### src/rtl/x86d_pkg.sv
package x86d_pkg;

    localparam int ADDR_W = 16;

    localparam logic [7:0] OP_SUB_R8_RM = 8'h2A;
    localparam logic [7:0] OP_JZ_REL8   = 8'h74;
    localparam logic [7:0] OP_GRP1_IMM8 = 8'h83;
    localparam logic [7:0] OP_MOV_R8_RM = 8'h8A;
    localparam logic [7:0] OP_MOV_R16   = 8'h8B;
    localparam logic [7:0] OP_MOV_SREG  = 8'h8E;
    localparam logic [7:0] OP_MOV_IMM8  = 8'hB0;
    localparam logic [7:0] OP_MOV_IMM8L = 8'hB7;
    localparam logic [7:0] OP_MOV_IMM16 = 8'hB8;
    localparam logic [7:0] OP_MOV_IM16L = 8'hBF;
    localparam logic [7:0] OP_INT_IMM8  = 8'hCD;
    localparam logic [7:0] OP_GRP2_ONE  = 8'hD1;
    localparam logic [7:0] OP_JMP_REL8  = 8'hEB;

    localparam logic [4:0] MN_ADD = 5'd0;
    localparam logic [4:0] MN_SUB = 5'd5;
    localparam logic [4:0] MN_MOV = 5'd8;
    localparam logic [4:0] MN_JZ  = 5'd9;
    localparam logic [4:0] MN_JMP = 5'd10;
    localparam logic [4:0] MN_INT = 5'd11;
    localparam logic [4:0] MN_ROL = 5'd12;

    localparam logic [2:0] OF_REG_RM  = 3'd0;
    localparam logic [2:0] OF_RM_IMM8 = 3'd1;
    localparam logic [2:0] OF_SREG_RM = 3'd2;
    localparam logic [2:0] OF_REG_IMM = 3'd3;
    localparam logic [2:0] OF_REL8    = 3'd4;
    localparam logic [2:0] OF_IMM8    = 3'd5;
    localparam logic [2:0] OF_RM_ONE  = 3'd6;

    localparam logic [1:0] ST_DECODED = 2'd0;
    localparam logic [1:0] ST_UNKNOWN = 2'd1;
    localparam logic [1:0] ST_TRUNC   = 2'd2;

    typedef struct packed {
        logic [ADDR_W-1:0] byte_address;
        logic [ADDR_W-1:0] start_address;
        logic [2:0]        byte_position;
        logic [7:0]        opcode;
        logic [7:0]        modrm;
        logic [15:0]       disp;
        logic [15:0]       imm;
        logic              halted;
    } t_dec_state;

    typedef struct packed {
        logic [15:0] instr_address;
        logic [4:0]  mnemonic;
        logic [2:0]  operand_form;
        logic        word_size;
        logic [2:0]  reg_number;
        logic [1:0]  rm_mode;
        logic [2:0]  rm_number;
        logic [15:0] displacement;
        logic [15:0] immediate;
        logic [15:0] branch_target;
        logic [2:0]  instr_length;
        logic [1:0]  status;
    } t_dec_rec;

endpackage

### src/rtl/x86d_step.sv
module x86d_step (
    input  x86d_pkg::t_dec_state i_state,
    input  logic [7:0]           i_code_byte,
    input  logic                 i_end_of_code,
    output x86d_pkg::t_dec_state o_state,
    output x86d_pkg::t_dec_rec   o_rec,
    output logic                 o_rec_valid
);
    import x86d_pkg::*;

    typedef struct packed {
        logic       known;
        logic       has_m;
        logic [1:0] il;
    } t_class;

    function automatic t_class classify(input logic [7:0] op);
        t_class c;
        c = '0;
        unique case (op) inside
            OP_SUB_R8_RM, OP_MOV_R8_RM, OP_MOV_R16, OP_MOV_SREG, OP_GRP2_ONE: begin
                c.known = 1'b1;
                c.has_m = 1'b1;
            end
            OP_GRP1_IMM8: begin
                c.known = 1'b1;
                c.has_m = 1'b1;
                c.il    = 2'd1;
            end
            OP_JZ_REL8, OP_JMP_REL8, OP_INT_IMM8, [OP_MOV_IMM8:OP_MOV_IMM8L]: begin
                c.known = 1'b1;
                c.il    = 2'd1;
            end
            [OP_MOV_IMM16:OP_MOV_IM16L]: begin
                c.known = 1'b1;
                c.il    = 2'd2;
            end
            default: c = '0;
        endcase
        return c;
    endfunction

    function automatic logic [1:0] disp_length(input logic [7:0] m);
        logic [1:0] d;
        case (m[7:6])
            2'd1:    d = 2'd1;
            2'd2:    d = 2'd2;
            2'd0:    d = (m[2:0] == 3'd6) ? 2'd2 : 2'd0;
            default: d = 2'd0;
        endcase
        return d;
    endfunction

    function automatic logic [15:0] sext8(input logic [7:0] v);
        return {{8{v[7]}}, v};
    endfunction

    t_class     w_cls;
    t_class     w_new_cls;
    logic [7:0] w_modrm;
    logic [1:0] w_dl;
    logic [2:0] w_dstart;
    logic [2:0] w_istart;
    logic [2:0] w_total;
    logic [2:0] w_p1;
    logic [2:0] w_dofs;
    logic [2:0] w_iofs;
    logic [15:0] w_disp;
    logic [15:0] w_imm;
    logic [2:0] w_regf;
    t_dec_rec   w_full;

    always_comb begin
        w_cls     = classify(i_state.opcode);
        w_new_cls = classify(i_code_byte);
        w_modrm   = (w_cls.has_m && i_state.byte_position == 3'd1) ? i_code_byte
                                                                   : i_state.modrm;
        w_dl      = w_cls.has_m ? disp_length(w_modrm) : 2'd0;
        w_dstart  = w_cls.has_m ? 3'd2 : 3'd1;
        w_istart  = w_dstart + {1'b0, w_dl};
        w_total   = w_istart + {1'b0, w_cls.il};
        w_p1      = i_state.byte_position + 3'd1;
        w_dofs    = i_state.byte_position - w_dstart;
        w_iofs    = i_state.byte_position - w_istart;
        w_disp    = i_state.disp;
        w_imm     = i_state.imm;
        if (!(w_cls.has_m && i_state.byte_position == 3'd1)) begin
            if (i_state.byte_position < w_istart) begin
                if (w_dofs[0]) w_disp = w_disp | {i_code_byte, 8'h00};
                else           w_disp = w_disp | {8'h00, i_code_byte};
            end else begin
                if (w_iofs[0]) w_imm = w_imm | {i_code_byte, 8'h00};
                else           w_imm = w_imm | {8'h00, i_code_byte};
            end
        end
        w_regf = w_modrm[5:3];

        w_full               = '0;
        w_full.instr_address = i_state.start_address[15:0];
        w_full.instr_length  = w_total;
        w_full.status        = ST_DECODED;
        if (w_cls.has_m) begin
            w_full.rm_mode   = w_modrm[7:6];
            w_full.rm_number = w_modrm[2:0];
            case (w_dl)
                2'd1:    w_full.displacement = sext8(w_disp[7:0]);
                2'd2:    w_full.displacement = w_disp;
                default: w_full.displacement = '0;
            endcase
        end
        unique case (i_state.opcode) inside
            OP_SUB_R8_RM, OP_MOV_R8_RM, OP_MOV_R16, OP_MOV_SREG: begin
                w_full.mnemonic     = (i_state.opcode == OP_SUB_R8_RM) ? MN_SUB : MN_MOV;
                w_full.operand_form = (i_state.opcode == OP_MOV_SREG) ? OF_SREG_RM
                                                                       : OF_REG_RM;
                w_full.word_size    = (i_state.opcode == OP_MOV_R16)
                                   || (i_state.opcode == OP_MOV_SREG);
                w_full.reg_number   = w_regf;
            end
            OP_GRP1_IMM8: begin
                w_full.mnemonic     = MN_ADD + {2'b00, w_regf};
                w_full.operand_form = OF_RM_IMM8;
                w_full.word_size    = 1'b1;
                w_full.immediate    = {8'h00, w_imm[7:0]};
            end
            OP_GRP2_ONE: begin
                w_full.mnemonic     = MN_ROL + {2'b00, w_regf};
                w_full.operand_form = OF_RM_ONE;
                w_full.word_size    = 1'b1;
                w_full.immediate    = 16'd1;
            end
            OP_JZ_REL8, OP_JMP_REL8: begin
                w_full.mnemonic      = (i_state.opcode == OP_JZ_REL8) ? MN_JZ : MN_JMP;
                w_full.operand_form  = OF_REL8;
                w_full.branch_target = i_state.start_address[15:0] + 16'd2
                                     + sext8(w_imm[7:0]);
            end
            OP_INT_IMM8: begin
                w_full.mnemonic     = MN_INT;
                w_full.operand_form = OF_IMM8;
                w_full.immediate    = {8'h00, w_imm[7:0]};
            end
            default: begin
                w_full.mnemonic     = MN_MOV;
                w_full.operand_form = OF_REG_IMM;
                w_full.word_size    = i_state.opcode >= OP_MOV_IMM16;
                w_full.reg_number   = i_state.opcode[2:0];
                w_full.immediate    = w_imm;
            end
        endcase

        o_state     = i_state;
        o_rec       = '0;
        o_rec_valid = 1'b0;
        o_rec.instr_address = i_state.start_address[15:0];
        if (!i_state.halted) begin
            if (i_state.byte_position == 3'd0) begin
                o_state.start_address = i_state.byte_address;
                o_state.opcode        = i_code_byte;
                o_state.modrm         = '0;
                o_state.disp          = '0;
                o_state.imm           = '0;
                o_rec.instr_address   = i_state.byte_address[15:0];
                o_rec.instr_length    = 3'd1;
                if (!w_new_cls.known) begin
                    o_rec.status   = ST_UNKNOWN;
                    o_state.halted = 1'b1;
                    o_rec_valid    = 1'b1;
                end else begin
                    o_state.byte_position = 3'd1;
                    o_rec.status          = ST_TRUNC;
                    o_rec_valid           = i_end_of_code;
                end
            end else begin
                o_state.modrm = w_modrm;
                o_state.disp  = w_disp;
                o_state.imm   = w_imm;
                if (w_p1 >= w_total) begin
                    o_rec                 = w_full;
                    o_rec_valid           = 1'b1;
                    o_state.byte_position = 3'd0;
                end else begin
                    o_state.byte_position = w_p1;
                    o_rec.instr_length    = w_p1;
                    o_rec.status          = ST_TRUNC;
                    o_rec_valid           = i_end_of_code;
                end
            end
        end
        o_state.byte_address = i_state.byte_address + ADDR_W'(1);
        if (i_end_of_code) begin
            o_state = '0;
        end
    end

endmodule

### src/rtl/x86_subset_instruction_decoder_unit.sv
// channel | direction | handshake                 | payload
// input   | in        | i_in_valid / o_in_ready   | i_code_byte, i_end_of_code
// result  | out       | o_out_valid / i_out_ready | o_instr_address .. o_status
//
// one code byte per cycle while not stalled; a byte is latched in the input
// register and then decoded against the collector state into the result register
// a record is valid once its last byte has passed the input and result registers
// reset clears the collector state and both valid flags at once
// a full result register stalls the input register and then the input port
module x86_subset_instruction_decoder_unit (
    input  logic        i_clk,
    input  logic        i_rst_n,
    input  logic        i_in_valid,
    output logic        o_in_ready,
    input  logic [7:0]  i_code_byte,
    input  logic        i_end_of_code,
    output logic        o_out_valid,
    input  logic        i_out_ready,
    output logic [15:0] o_instr_address,
    output logic [4:0]  o_mnemonic,
    output logic [2:0]  o_operand_form,
    output logic        o_word_size,
    output logic [2:0]  o_reg_number,
    output logic [1:0]  o_rm_mode,
    output logic [2:0]  o_rm_number,
    output logic [15:0] o_displacement,
    output logic [15:0] o_immediate,
    output logic [15:0] o_branch_target,
    output logic [2:0]  o_instr_length,
    output logic [1:0]  o_status
);
    import x86d_pkg::*;

    logic       r_in_valid;
    logic [7:0] r_in_byte;
    logic       r_in_eoc;
    t_dec_state r_st;
    t_dec_state n_st;
    t_dec_rec   n_rec;
    t_dec_rec   r_rec;
    logic       r_out_valid;
    logic       w_rec_valid;
    logic       w_advance;

    assign w_advance  = r_in_valid && (!r_out_valid || i_out_ready);
    assign o_in_ready = !r_in_valid || w_advance;

    x86d_step u_step (
        .i_state      (r_st),
        .i_code_byte  (r_in_byte),
        .i_end_of_code(r_in_eoc),
        .o_state      (n_st),
        .o_rec        (n_rec),
        .o_rec_valid  (w_rec_valid)
    );

    always_ff @(posedge i_clk) begin
        if (!i_rst_n) begin
            r_in_valid  <= 1'b0;
            r_out_valid <= 1'b0;
            r_st        <= '0;
        end else begin
            if (o_in_ready) begin
                r_in_valid <= i_in_valid;
            end
            if (w_advance) begin
                r_st <= n_st;
            end
            if (w_advance && w_rec_valid) begin
                r_out_valid <= 1'b1;
            end else if (i_out_ready) begin
                r_out_valid <= 1'b0;
            end
        end
        if (o_in_ready && i_in_valid) begin
            r_in_byte <= i_code_byte;
            r_in_eoc  <= i_end_of_code;
        end
        if (w_advance && w_rec_valid) begin
            r_rec <= n_rec;
        end
    end

    assign o_out_valid     = r_out_valid;
    assign o_instr_address = r_rec.instr_address;
    assign o_mnemonic      = r_rec.mnemonic;
    assign o_operand_form  = r_rec.operand_form;
    assign o_word_size     = r_rec.word_size;
    assign o_reg_number    = r_rec.reg_number;
    assign o_rm_mode       = r_rec.rm_mode;
    assign o_rm_number     = r_rec.rm_number;
    assign o_displacement  = r_rec.displacement;
    assign o_immediate     = r_rec.immediate;
    assign o_branch_target = r_rec.branch_target;
    assign o_instr_length  = r_rec.instr_length;
    assign o_status        = r_rec.status;

    a_hold_input: assert property (@(posedge i_clk) disable iff (!i_rst_n)
        (r_in_valid && !w_advance) |=> (r_in_valid && $stable(r_in_byte)
                                        && $stable(r_in_eoc)))
        else $error("input register lost a stalled byte");

    a_eoc_restart: assert property (@(posedge i_clk) disable iff (!i_rst_n)
        (w_advance && r_in_eoc) |=> (r_st.byte_address == '0
                                     && r_st.byte_position == 3'd0 && !r_st.halted))
        else $error("collector not cleared after end of code");

    a_unknown_rec: assert property (@(posedge i_clk) disable iff (!i_rst_n)
        (o_out_valid && o_status == ST_UNKNOWN) |-> (o_instr_length == 3'd1
                                                     && o_mnemonic == MN_ADD
                                                     && o_immediate == 16'd0))
        else $error("unknown opcode record carries decoded fields");

    a_halt_quiet: assert property (@(posedge i_clk) disable iff (!i_rst_n)
        (w_advance && r_st.halted) |=> !($rose(r_out_valid)))
        else $error("record produced while halted");

endmodule

### config.mk
export PLATFORM = sky130hd
export DESIGN_NAME = x86_subset_instruction_decoder_unit
export DESIGN_NICKNAME = d
export VERILOG_FILES = /design/src/rtl/x86d_pkg.sv /design/src/rtl/x86d_step.sv /design/src/rtl/x86_subset_instruction_decoder_unit.sv
export SDC_FILE = /design/constraint.sdc
export NUM_CORES = 1
export LEC_CHECK = 0
export ABC_AREA = 0
export BUFFER_PORTS_ARGS = -buffer_cell sky130_fd_sc_hd__buf_2
export CAP_MARGIN = 20
export CORE_MARGIN = 2
export CORE_UTILIZATION = 45
export CTS_BUF_LIST = sky130_fd_sc_hd__clkbuf_4
export CTS_CLUSTER_DIAMETER = 40
export DETAILED_ROUTE_END_ITERATION = 10
export GPL_ROUTABILITY_DRIVEN = 1
export MAX_ROUTING_LAYER = met4
export SLEW_MARGIN = 25
export SYNTH_ARGS = -nofsm -noshare
export SYNTH_HDL_FRONTEND = slang
export SYNTH_HIERARCHICAL = 1
export SYNTH_SLANG_ARGS = --single-unit
### constraint.sdc
create_clock -name i_clk -period 14.22 [get_ports i_clk]
set_input_delay 2.133 -clock i_clk [delete_from_list [all_inputs] [get_ports i_clk]]
set_output_delay 2.133 -clock i_clk [all_outputs]
set_load 0.01 [all_outputs]
==> results of run 1 <==
## layer usage
metal	vias up	wire length [um]	part of all wire, %	global-route usage, %
li1	3962	-	-	-
met3	12	1220	5.2	2.84
met1	3628	11800	51	30.4
met2	218	10100	43	29.2
met4	0	178	0.76	4.89
met5	-	0	0	-
## synthesized netlist by cell type (all sizes together), types with 2 or more instances
cell      n  area (um2)
a41oi     2        36.3
edfxtp   95        2850
nand2b   15        93.8
nor3b     6        45.0
nand4b    2        17.5
fa        2        40.0
a21o     11        82.6
nor2    117         442
o31ai     3        22.5
ha       42         526
or2       2        12.5
o21a      3        22.5
nand3b    2        15.0
nor3     10        55.1
xnor2    10        87.6
o21ai    29         149
nand3    10        50.1
dfxtp    86        1720
nor4bb    3        30.0
nor2b    23         159
mux2i    88         881
and2      8        50.1
or3       3        18.8
buf      17         174
nor4b     3        26.3
a31oi    12        75.1
a22oi     5        37.5
xor2     16         140
inv      23        86.3
o31a      2        17.5
and3      7        43.8
a21oi   112         564
nand2   278        1040
clkbuf   52         195
nand4     4        25.0
o211ai    2        15.0
## report_power, final
group / switching [uW] / total, uW / internal (uW) / leakage (uW)
clock network: 204 / 299 / 95.1 / 0.000157
registers: 9.90 / 571 / 561 / 0.00163
logic: 54.0 / 79.2 / 25.1 / 0.00233
total: 268 / 949 / 682 / 0.00412
## metrics by stage
| step | total power [uW] | setup slack [ns] | instances | utilization [%] |
|---|---|---|---|---|
| after floorplan | 640 | 6.72 | 1119 | - |
| after global placement | 662 | 8.38 | 1439 | 48.4 |
| after detailed placement | 663 | 8.19 | 1440 | 48.5 |
| after CTS | 958 | 8.13 | 1472 | 49.8 |
| after global routing | 988 | 7.49 | 1473 | 49.9 |
| final | 949 | 8.12 | 1473 | 49.9 |
## cell families after synthesis
family / count (synthesis) / share of synthesized area, %
xor gates and xnor gates: 26 / 2.28
buffers and inverters: 92 / 4.55
AOI/OAI and AO/OA: 191 / 11.3
adders and majority gates: 44 / 5.65
DFF: 181 / 45.7
and+or+nand+nor: 496 / 21.5
muxes: 89 / 8.96
## final cells by class
cell class	count	area (um2)
well taps	280	350
flip-flops and latches	181	4570
repair buffers	110	594
fillers	2060	10900
diodes	1	2.50
multi-input cells	846	4990
clock inverters	15	158
inverters	23	86.3
clock buffers	17	128
## worst reg2reg max path: stages, from the launching register on
cell and delay (ns):
sky130_fd_sc_hd__dfxtp_1 0.53, sky130_fd_sc_hd__or3b_4 0.44, sky130_fd_sc_hd__a2111oi_4 0.46, sky130_fd_sc_hd__o21ai_2 0.29, sky130_fd_sc_hd__nor3b_1 0.24, sky130_fd_sc_hd__a31oi_1 0.07, sky130_fd_sc_hd__nand2_1 0.13, sky130_fd_sc_hd__ha_1 0.15
sky130_fd_sc_hd__nor2b_1 0.04, sky130_fd_sc_hd__o21ai_0 0.15, sky130_fd_sc_hd__nand2b_1 0.21, sky130_fd_sc_hd__and3_1 0.37, sky130_fd_sc_hd__a21oi_2 0.26, sky130_fd_sc_hd__inv_1 0.19, sky130_fd_sc_hd__ha_1 0.32, sky130_fd_sc_hd__ha_1 0.37
sky130_fd_sc_hd__a211o_1 0.30, sky130_fd_sc_hd__a21oi_1 0.20, sky130_fd_sc_hd__nor4b_1 0.44, sky130_fd_sc_hd__o31ai_1 0.14, sky130_fd_sc_hd__a21oi_1 0.23, sky130_fd_sc_hd__o21ai_0 0.13, sky130_fd_sc_hd__xnor2_1 0.15, sky130_fd_sc_hd__nor2_1 0.05
## registers in the layout, summed over array words and instances (netlist names), 5 cells and up
register and count:
o_immediate 16, r_in_byte 8, o_mnemonic 5, o_instr_address 16
o_branch_target 16, o_displacement 16, r_st 84
## how the worst min path moves through the flow
stage / from / to / slack (ns) / depth (start not counted)
after floorplan: r_st[45] / r_st[45] / 0.43 / 2
after global placement: r_st[53] / r_st[53] / 0.44 / 2
after detailed placement: r_st[22] / r_st[22] / 0.46 / 2
after CTS: r_st[37] / r_st[37] / 0.49 / 2
after global routing: r_st[31] / r_st[31] / 0.50 / 2
final: r_st[31] / r_st[31] / 0.48 / 2
## placed cells by master (no fill, tap or decap), drive strengths merged, types with 29 or more instances in the layout
cell    count
nand2     278
nor2      117
a21oi     112
buf       110
edfxtp     95
mux2i      88
dfxtp      86
ha         42
inv        32
o21ai      29
==> results.txt, run 1 <==
Of all flip-flops after synthesis, the portion carrying an async set or reset was 0%. For this run, the top clock speed supported by timing is 164 MHz. The count of cell instances traversed by the critical path is 23. Among the stages of the critical path, the cell type that occurs most often is sky130_fd_sc_hd__ha_1.

Counting both buffers and inverters, the worst setup path holds a total of 1. The clock insertion delay at the later pin of the skew report is between 0.5 and 0.6 ns. The leakage power is just over 0.004 uW. On the critical path the largest part of the delay comes from compound AO/OA/AOI/OAI gates. The final layout contains approximately 1,200 nets. Summed over all nets, the half-perimeter wirelength after detailed placement is roughly 16,000 um. The number of global-route vias before repair is 6,998.

In this run the register-to-register setup slack is approximately 8.1 ns. The die outline width is between 150 and 200 um. The worst path uses about 43% of the clock period. The floorplan has 54 rows. The number of pins exceeding their max-slew limit in the final report came to 0. The critical path ends at o_branch_target[15].

In this run the deepest clock path goes through 2 buffers. The worst setup path is captured at a register. The total of cells resized after clock tree synthesis came out at 0.

TritonCTS built the clock tree. The number of buffers added to fix hold violations after cts came out at 0. The die covers around 0.023 mm2.

The critical path starts at r_st[42]. For this run, the slowest stage of the critical path takes around 0.53 ns. The total routing usage reported by global routing is between 20% and 30%. The flow ran to the end, and the final reports show no timing, DRC or antenna violations.

The number of buffers inserted to repair setup after CTS came out at 0. The finished cells cover 0.0109 mm2. The core area came out at approximately 0.022 mm2. The via density per instance is roughly 5.3.

The total wire length after detailed routing came out at 23,300 um. The critical path class is reg -> reg. Setup repair after global routing left no endpoint under its margin. The number of hold violations in the final report was 0. Once detail routing completed, the nets flagged for antenna violations numbered 0. The worst clock skew is approximately 0.017 ns. The number of flops mapped to enable cells by yosys came out at 95.

During I/O placement, the number of pins put on the boundary was 101. The total power per unit cell area came out at 87.3 mW/mm2. The global-route wire length before repair came out at approximately 38,000 um. The minimum clock period came out at roughly 6.1 ns. The top flip-flop cell by instance count after synthesis is sky130_fd_sc_hd__edfxtp_1. The slowest stage cell on the critical path is sky130_fd_sc_hd__dfxtp_1. The total negative setup slack came out at 0 ns.

STA puts the critical path data required time at between 10 and 15 ns. The worst slack on hold paths is between 0.4 and 0.5 ns. The distinct cell type count after synthesis came out at 61. The quantity of I/O buffers inserted on ports is 100. The headroom to the max-slew limit came out at roughly a third. The tightest min-delay check is of the reg -> reg type. In the routed design, unresolved DRC markers number 0. The number of search-and-repair iterations in the first detailed-routing pass came out at 7. Setup violations remaining at the end of the flow were counted as 0.

The routability congestion estimate from global placement came out at roughly 0.85. The post-synthesis sequential element count is around 180. The total of max-cap violations is 0. Of the cells placed in the final design, the portion with a size suffix greater than 1 is 13.2%.

At the pin with the least slew margin, the transition time is 1.03 ns. The average detailed-routed wire length per instance is 15.8 um. The clock-pin slew on the worst setup and hold paths came out at 0.16 ns. The starting utilization of the core area is 45.8%. The maximum number of pins on one net before global-route repair came out at approximately 110.

Summing every instance area after synthesis gives around 0.01 mm2. The Yosys step of the flow raised 6 warnings. The worst register-to-register path begins at r_st[42]. The arrival time at the worst endpoint is between 6 and 7 ns.

The number of nets produced by synthesis is 1,176. The average cell area after synthesis came out at 8.94 um2. The maximum vdd drop is 46.1 uV.

The cell area after placement came out at ~0.011 mm2. The kind of start point of the critical path is a register. The total number of vias is 7,820. From bottom edge to top edge, the die measures approximately 150 um. The number of clock buffers inserted by TritonCTS is 17. Clock tree synthesis selected as its root buffer the cell sky130_fd_sc_hd__clkbuf_4. The depth of the worst register-to-register path is 23. Walking the worst path, the cells encountered are or3b_4, a2111oi_4, o21ai_2, nor3b_1, a31oi_1, nand2_1, ha_1, nor2b_1, o21ai_0, nand2b_1, and3_1, a21oi_2, inv_1, ha_1, ha_1, a211o_1, a21oi_1, nor4b_1, o31ai_1, a21oi_1, o21ai_0, xnor2_1, nor2_1. Sequential elements use between 40% and 50% of the synthesized area. The violation count after the first detailed-routing iteration came out at 700. The growth of design area from synthesis to finish is 8.78%.

Of all nets on the critical path, the largest fanout is 15. The number of levels the H-tree was split into is 4. The worst register-to-register path ends at o_branch_target[15]. The tree built by TritonCTS fans out to 181 sinks. The total global routing overflow came out at 0. The synthesized netlist cell count came out at between 1,000 and 1,500.

The initial antenna violation count was 1.
(Power assumes the default switching activity.)
==> run 2, diff against run 1 <==
--- a/config.mk
+++ b/config.mk
@@ -5,7 +5,7 @@
 export SDC_FILE = /design/constraint.sdc
 export NUM_CORES = 1
 export LEC_CHECK = 0
-export ABC_AREA = 0
+export ABC_AREA = 1
 export BUFFER_PORTS_ARGS = -buffer_cell sky130_fd_sc_hd__buf_2
 export CAP_MARGIN = 20
 export CORE_MARGIN = 2
==> constraint.sdc (replaced) <==
create_clock -name i_clk -period 5.91 [get_ports i_clk]
set_input_delay 0.8865 -clock i_clk [delete_from_list [all_inputs] [get_ports i_clk]]
set_output_delay 0.8865 -clock i_clk [all_outputs]
set_load 0.01 [all_outputs]
==> results.txt, run 2 <==
Setup repair after global routing left no endpoint under its margin. Leaving out fill and tap cells, the most frequent cell in the layout is sky130_fd_sc_hd__inv_1. The number of nets produced by synthesis came out at between 1,500 and 2,000. In this run the power density over the cells is 239 mW/mm2. The family with the most delay on the worst path is simple AND/OR/NAND/NOR gates. The overall die area is between 0.02 and 0.03 mm2.

By instance count, the leading cell after synthesis is sky130_fd_sc_hd__inv_1. The via density per instance is between 5 and 6. The cell sitting at the root of the clock tree is a sky130_fd_sc_hd__clkbuf_4.

The post-synthesis sequential element count is between 150 and 200. In the synthesized netlist, mux cells make up 0% of the area. Summing over every cut layer, the via total after detailed routing is 9,476. Pin placement for this block handled approximately 100 I/O pins. The global-route wire length before repair is approximately 44,000 um. The register ranked first by flip-flop count is r_st. In this design, the critical path's most frequently occurring cell is sky130_fd_sc_hd__a21oi_1. The number of search-and-repair iterations in the first detailed-routing pass is 5. By startpoint and endpoint, the worst setup path is classified as reg -> reg.

The startpoint identified for the worst register-to-register timing path is r_st[44]. In this run the worst hold path is classified as in -> reg. The antenna violation net count after detailed routing is 0. The sequential cell fraction of total power came out at about 53%. The total of max-cap violations came out at 0. By area, the combinational part of the netlist is dominated by simple AND/OR/NAND/NOR gates. The number of buffers added to fix hold violations after cts is 0.

The core area is around 0.024 mm2. The final worst slack is around 0.66 ns. The total negative setup slack came out at 0 ns.

On the final layout, the worst clock skew is 0.0222 ns. After global routing the overflow that remains totals 0. The maximum fanout count along the critical path is 30. The delay of the slowest critical-path stage came out at roughly 0.48 ns. The utilization after layout came out at approximately 50%.

Of the total synthesized cell area, the portion taken by AND, OR, NAND and NOR gates is roughly a quarter. The number of warnings reported in the yosys synthesis log came out at 6. The final-stage net count is between 1,500 and 2,000.

Internal power comes to ~1900 uW. After synthesis, the cell types taking the most area are sky130_fd_sc_hd__edfxtp_1 26%, sky130_fd_sc_hd__dfxtp_1 16%, sky130_fd_sc_hd__a21oi_1 8.7%. The non-filler instance count after layout came out at approximately 1,800.

The violation count after the first detailed-routing iteration is about 840. The HPWL after detailed placement came out at approximately 18,000 um. The top flip-flop cell by instance count after synthesis is sky130_fd_sc_hd__edfxtp_1. The growth of design area from synthesis to finish is 8.19%. The number of levels the H-tree was split into came out at 4. Sorting the synthesized cells by how often they occur yields 222 x sky130_fd_sc_hd__inv_1, 218 x sky130_fd_sc_hd__nor2_1, 189 x sky130_fd_sc_hd__a21oi_1, 181 x sky130_fd_sc_hd__nand2_1, 112 x sky130_fd_sc_hd__nand3_1. The die boundary height is between 150 and 200 um.

The placed cell count is roughly 1,800. The number of hold violations in the final report was 0. The measured slew at the worst slew-check pin is about 1.0 ns. Of the post-synthesis cell area, the dominant cell type holds 26.2%. The number of clock buffers inserted by TritonCTS is 17. TritonCTS built the clock tree.

Global routing used approximately 22% of the available tracks across all layers. The average cell area after synthesis is approximately 7.5 um2. The number of global-route vias before repair came out at 8,398. The number of failing setup endpoints in the final timing report is 0. Across all hold checks on the routed design, the worst slack comes to about 0.46 ns. The fmax is between 150 and 200 MHz. Entering global routing, the biggest net connects about 90 pins.

Per report_power, the clock group accounts for about a quarter of the total. Across the whole layout, storage elements account for roughly 0.0046 mm2. The number of fill cells is between 2,000 and 2,500. The buffering stage count on the worst path with inverters included is 2.

The fraction of final layout cells sized beyond drive strength 1 came out at a little over an eighth. The number of setup buffers added after CTS is 0. The top cell types in the final layout, fill and taps aside, are 222 x sky130_fd_sc_hd__inv_1, 216 x sky130_fd_sc_hd__nor2_1, 189 x sky130_fd_sc_hd__a21oi_1.

The die outline width came out at about 160 um. The flow ran to the end, and the final reports show no timing, DRC or antenna violations. The number of pins exceeding their max-slew limit in the final report came to 0. The worst setup path is captured at a register.

The headroom to the max-slew limit is about a third. The synthesized-area fraction occupied by ao, oa, aoi and oai cells is around 16%. The starting utilization of the core area is a little under half. Of the total synthesized cell area, the portion taken by full adders, half adders and majority gates is between 5 and 6%. The leakage power is slightly below 0.005 uW. The average detailed-routed wire length per instance is between 10 and 15 um. The number of flops mapped to enable cells by yosys is 95. The share of synthesized flip-flops with an asynchronous set or reset came out at 0%. sky130_fd_sc_hd__edfxtp_1 takes more of the synthesized area than any other cell. The maximum clock insertion buffer count came out at 2. The worst hold path begins at i_end_of_code. The switching power is a little over 900 uW. In this run the cell area of the synthesized design comes to around 0.011 mm2. The timing startpoint of the critical path is r_st[44]. The minimum clock period came out at 5.25 ns.

The synthesized netlist cell count came out at between 1,000 and 1,500. The DRC violations left came out at 0. The worst setup path is launched from a register.

The distinct cell type count after synthesis came out at 53. The maximum vdd drop came out at between 100 and 150 uV. The footprint of the multi-input gates is slightly above 0.005 mm2. CTS saw approximately 180 sinks. The post-placement setup slack is around 0.7 ns. Of the available clock period, the critical path in the final layout requires 88.8%. The sequential cell area fraction in the yosys report came out at between 40% and 50%. The share of total power dissipated in combinational logic is between 20 and 25%.

The number of placement rows came out at between 50 and 60. The arrival time at the worst endpoint came out at 5.61 ns. During placement, the flow inserted port buffers numbering 100. The initial antenna violation count is 1.

The number of gates resized after CTS was 0. After detailed routing, the total wire length is between 20,000 and 30,000 um. The number of flip-flops under the largest register name is between 80 and 90. The clock-pin slew on the worst setup and hold paths came out at about 0.15 ns. The routability congestion estimate from global placement came out at roughly 0.87. The clock insertion delay at the later pin of the skew report came out at between 0.5 and 0.6 ns. At the worst endpoint, the required time is approximately 6.3 ns. The parity-gate share of the synthesized area counting xor and xnor cells came out at 0.655%. The switching share of power came out at between 30% and 40%. On the critical path, the stage with the largest delay is an instance of sky130_fd_sc_hd__dfxtp_1.
run 2: changes by cell type after synthesis, moves of 78 or more:
cell | previous run | this run
sky130_fd_sc_hd__mux2i_1 | 88 | 0
sky130_fd_sc_hd__inv_1 | 23 | 222
sky130_fd_sc_hd__a21oi_1 | 111 | 189
sky130_fd_sc_hd__nand2_1 | 278 | 181
sky130_fd_sc_hd__nor2_1 | 116 | 218
sky130_fd_sc_hd__nand3_1 | 10 | 112
run 2: worst register-to-register path, cell delays in order, from the launching register on:
cell                      delay [ns]
sky130_fd_sc_hd__dfxtp_1        0.48
sky130_fd_sc_hd__nor2_1         0.11
sky130_fd_sc_hd__nand2_2        0.08
sky130_fd_sc_hd__nor2_2         0.05
sky130_fd_sc_hd__nor2_2         0.20
sky130_fd_sc_hd__nand3_4        0.24
sky130_fd_sc_hd__nand2_4        0.38
sky130_fd_sc_hd__nand2_1        0.12
sky130_fd_sc_hd__nand2_1        0.08
sky130_fd_sc_hd__nand3_1        0.08
sky130_fd_sc_hd__nand2_2        0.11
sky130_fd_sc_hd__nand3_1        0.10
sky130_fd_sc_hd__ha_1           0.31
sky130_fd_sc_hd__a21oi_1        0.13
sky130_fd_sc_hd__nand2_1        0.18
sky130_fd_sc_hd__inv_1          0.41
sky130_fd_sc_hd__nor3_4         0.11
sky130_fd_sc_hd__nor2_4         0.17
sky130_fd_sc_hd__inv_1          0.17
sky130_fd_sc_hd__ha_1           0.31
sky130_fd_sc_hd__ha_1           0.36
sky130_fd_sc_hd__a21oi_1        0.11
sky130_fd_sc_hd__o21ai_0        0.22
sky130_fd_sc_hd__a21oi_1        0.10
sky130_fd_sc_hd__o21ai_0        0.22
sky130_fd_sc_hd__a21oi_1        0.10
sky130_fd_sc_hd__o21a_1         0.11
run 2: final timing paths:
| path | end | slack (ns) | cells after the start |
|---|---|---|---|
| worst max-delay path | o_branch_target[12] | 0.66 | 26 |
| worst min-delay path | r_in_eoc | 0.46 | 1 |
| worst max register to register | o_branch_target[12] | 0.66 | 26 |
| worst min register to register | r_st[83] | 0.50 | 2 |
run 2: metrics by stage:
| step | cell area [um2] | power [uW] |
|---|---|---|
| after floorplan | 10900 | 1960 |
| after global placement | 11500 | 2130 |
| after detailed placement | 11500 | 2140 |
| after CTS | 11800 | 2840 |
| after global routing | 11800 | 2980 |
| final | 11800 | 2810 |
run 2: per-layer routing:
metal / global-route usage [%] / vias up / wire length [um] / share of wire [%]
li1: - / 4910 / - / -
met1: 31.5 / 4323 / 13700 / 50
met2: 32.0 / 220 / 11900 / 44
met3: 3.33 / 23 / 1360 / 5.0
met4: 5.41 / 0 / 299 / 1.1
met5: - / - / 0 / 0
run 2: layout make-up:
class	count	share of cell area, %
diodes	1	0.0212
clock buffers	19	1.21
clock inverters	13	1.11
inverters	232	7.39
multi-input cells	969	43.1
flip-flops and latches	181	38.8
well taps	319	3.39
repair buffers	110	4.99
run 2: cell families after synthesis:
kind of cell               after synthesis
DFF                                    181
and+or+nand+nor                        594
buffers and inverters                  309
AOI/OAI and AO/OA                      325
adders and majority gates               44
xor gates and xnor gates                 6
run 2: power groups by stage:
stage	combinational [uW]	sequential, uW	clock, uW
2_1_floorplan	441	1520	0
3_3_place_gp	615	1520	0
3_5_place_dp	616	1520	0
4_1_cts	621	1490	728
5_1_grt	703	1500	771
6_report	622	1490	700
==> run 3, diff against run 2 <==
==> constraint.sdc (replaced) <==
create_clock -name i_clk -period 6.1 [get_ports i_clk]
set_input_delay 0.915 -clock i_clk [delete_from_list [all_inputs] [get_ports i_clk]]
set_output_delay 0.915 -clock i_clk [all_outputs]
set_load 0.01 [all_outputs]
==> results.txt, run 3 (same netlist as run 2, synthesis figures left out) <==
The number of setup buffers added after CTS is 0. Setup repair after global routing left no endpoint under its margin. The number of clock buffers inserted by TritonCTS is 17.

The CTS tree is done. The number of search-and-repair iterations in the first detailed-routing pass is 5. The non-filler instance count after layout came out at between 1,500 and 2,000. The number of flip-flops under the largest register name came out at 84. Cell internal power was estimated by the tool at about 1900 uW. The critical path endpoint category is a register. The library cell used most frequently in the layout, excluding fill and tap cells, is sky130_fd_sc_hd__inv_1. Setup total negative slack on the finished layout was measured at 0 ns. The total of max-cap violations came out at 0.

The violation count after the first detailed-routing iteration came out at 777. Clock tree synthesis found a total of ~180 sinks. In the final design database the tool counted approximately 1,600 nets. The total global routing overflow came out at 0.

More flip-flops sit in one register than any other, and that register is r_st. On the critical path, the stage with the largest delay is an instance of sky130_fd_sc_hd__nor2_1. The path class of the tightest hold or removal check is in -> reg. The number of global-route vias before repair was 8,334. The total of cells resized after clock tree synthesis is 0.

The share of total power dissipated in combinational logic is between 20% and 30%. The die outline width came out at about 160 um. The placed cell count is about 1,800. The core region is around 0.024 mm2. After detailed routing, the number of vias per cell comes to between 5 and 6.

The fmax is between 150 and 200 MHz. The maximum vdd drop came out at around 100 uV. The I/O pin count is ~100. In the layout the commonest cells are 222 x sky130_fd_sc_hd__inv_1, 216 x sky130_fd_sc_hd__nor2_1, 189 x sky130_fd_sc_hd__a21oi_1. The HPWL after detailed placement is between 15,000 and 20,000 um. The run finished with clean final reports. The global-route layer with the greatest usage is met2. The number of hold violations in the final report was 0. In this run the power density over the cells is approximately 230 mW/mm2. The total number of vias came out at 9,527. Clock-pin slew was measured on the worst setup and hold paths at 0.16 ns. Across every metal layer, demand over resource in global routing totals about a fifth. The delay of the slowest critical-path stage is about 0.51 ns. In this design, the critical path's most frequently occurring cell is sky130_fd_sc_hd__nand2_1.

Routability-driven placement finished with a final weighted congestion of roughly 0.9. CTS placed an instance of sky130_fd_sc_hd__clkbuf_4 at the clock tree root. The initial antenna violation count is 1. The global-route wire length before repair is 42,900 um. The worst setup path is launched from a register. The antenna violation net count after detailed routing came out at 0.

Cells with a size suffix above 1 make up between 10% and 20% of the layout. The measured slew at the worst slew-check pin is 1.04 ns. Relative to the synthesized area, the layout overhead comes to 8.65%.

The die covers approximately 0.025 mm2. The number of buffers added to fix hold violations after cts came out at 0. The clock network power share is between 20% and 30%. The number of levels the H-tree was split into is 4.

The initialized floorplan defines 56 standard-cell rows. The maximum clock insertion buffer count came out at 2. The total wire length after detailed routing came out at roughly 27,000 um. The arrival time at the worst endpoint came out at approximately 5.8 ns. The sequential cell fraction of total power is 51.9%. The switching power is between 900 and 1000 uW. The switching share of power is between 30 and 40%. The met3 track utilization from global routing came out at 3.36%.

The leakage power came out at between 0.004 and 0.005 uW. STA puts the critical path data required time at about 6.6 ns. The clock period could shrink to 5.35 ns.

The die boundary height came out at around 160 um. The maximum number of pins on one net before global-route repair came out at 100. The DRC violations left is 0.

The fraction of met1 tracks used by global routing is a little under a third. The maximum fanout count along the critical path came out at 30. The number of pins exceeding their max-slew limit in the final report is 0.

The starting utilization of the core area is a little under half. The quantity of I/O buffers inserted on ports came out at 100. Of the available clock period, the critical path in the final layout requires about 88%. For the worst-skew pair, the clock arrives at the later sink with an insertion delay of 0.59 ns. The critical path class is reg -> reg. The met2 global-route usage is 31.7%. The worst clock skew came out at 0.0199 ns. The number of failing setup endpoints in the final timing report is 0. Measured against its own limit, the worst slew margin works out to between 30% and 40%.

In the final routed layout, each cell accounts on average for 14.4 um.
[run 3: cell types whose count changed in the layout (fill, tap and decap cells not counted)]
cell                        change
sky130_fd_sc_hd__diode_2        +4
sky130_fd_sc_hd__inv_8          +1
sky130_fd_sc_hd__bufinv_16      +1
sky130_fd_sc_hd__clkbuf_4       -1
sky130_fd_sc_hd__inv_6          +2
sky130_fd_sc_hd__clkinv_4       -1
sky130_fd_sc_hd__buf_12         +1
sky130_fd_sc_hd__clkinv_1       -2
sky130_fd_sc_hd__buf_4          -2
[run 3: per-stage QoR]
stage / hold WS, ns / cell area (um2) / power (uW) / util (%) / setup WS (ns)
detailed placement: 0.471 / 11500 / 2060 / 48.8 / 0.822
floorplan: 0.452 / 10900 / 1900 / - / 0.157
finish: 0.492 / 11800 / 2780 / 50.1 / 0.751
CTS: 0.449 / 11800 / 2810 / 50.1 / 0.772
global placement: 0.465 / 11500 / 2060 / 48.8 / 0.981
global route: 0.444 / 11800 / 2940 / 50.1 / 0.268
[run 3: final cells by class]
| class | count | area [um2] |
|---|---|---|
| Clock buffer | 18 | 135 |
| Tap cell | 319 | 399 |
| Sequential cell | 181 | 4580 |
| Inverter | 232 | 871 |
| Clock inverter | 14 | 174 |
| Fill cell | 2354 | 11800 |
| Multi-Input combinational cell | 969 | 5070 |
| Antenna cell | 5 | 12.5 |
| Timing Repair Buffer | 109 | 593 |
[run 3: path summary, 6_finish.rpt]
| path | startpoint | to | slack, ns | depth (start not counted) |
|---|---|---|---|---|
| hold / removal | i_code_byte[1] | r_in_byte[1] | 0.49 | 1 |
| setup reg to reg | r_st[42] | o_branch_target[10] | 0.75 | 28 |
| hold reg to reg | r_st[83] | r_st[83] | 0.50 | 2 |
| setup / recovery | r_st[42] | o_branch_target[10] | 0.75 | 28 |
[run 3: metal layers]
| layer | vias up | routed length, um |
|---|---|---|
| met5 | - | 0 |
| met4 | 0 | 195 |
| met3 | 15 | 1460 |
| met2 | 260 | 11700 |
| met1 | 4345 | 13300 |
| li1 | 4907 | - |
[run 3: power by group through the flow]
stage / Combinational [uW] / Sequential [uW] / Clock [uW]
after floorplan: 427 / 1470 / 0
after global placement: 592 / 1470 / 0
final: 600 / 1440 / 738
after global routing: 680 / 1460 / 808
after CTS: 599 / 1440 / 764
after detailed placement: 594 / 1470 / 0
[run 3: worst max-delay path, delay by kind of cell (launching register included)]
kind / cells / cell delay (ns)
AOI/OAI and AO/OA: 4 / 0.54
adders and majority gates: 3 / 0.88
and+or+nand+nor: 16 / 2.60
DFF: 1 / 0.48
buffers and inverters: 5 / 0.74
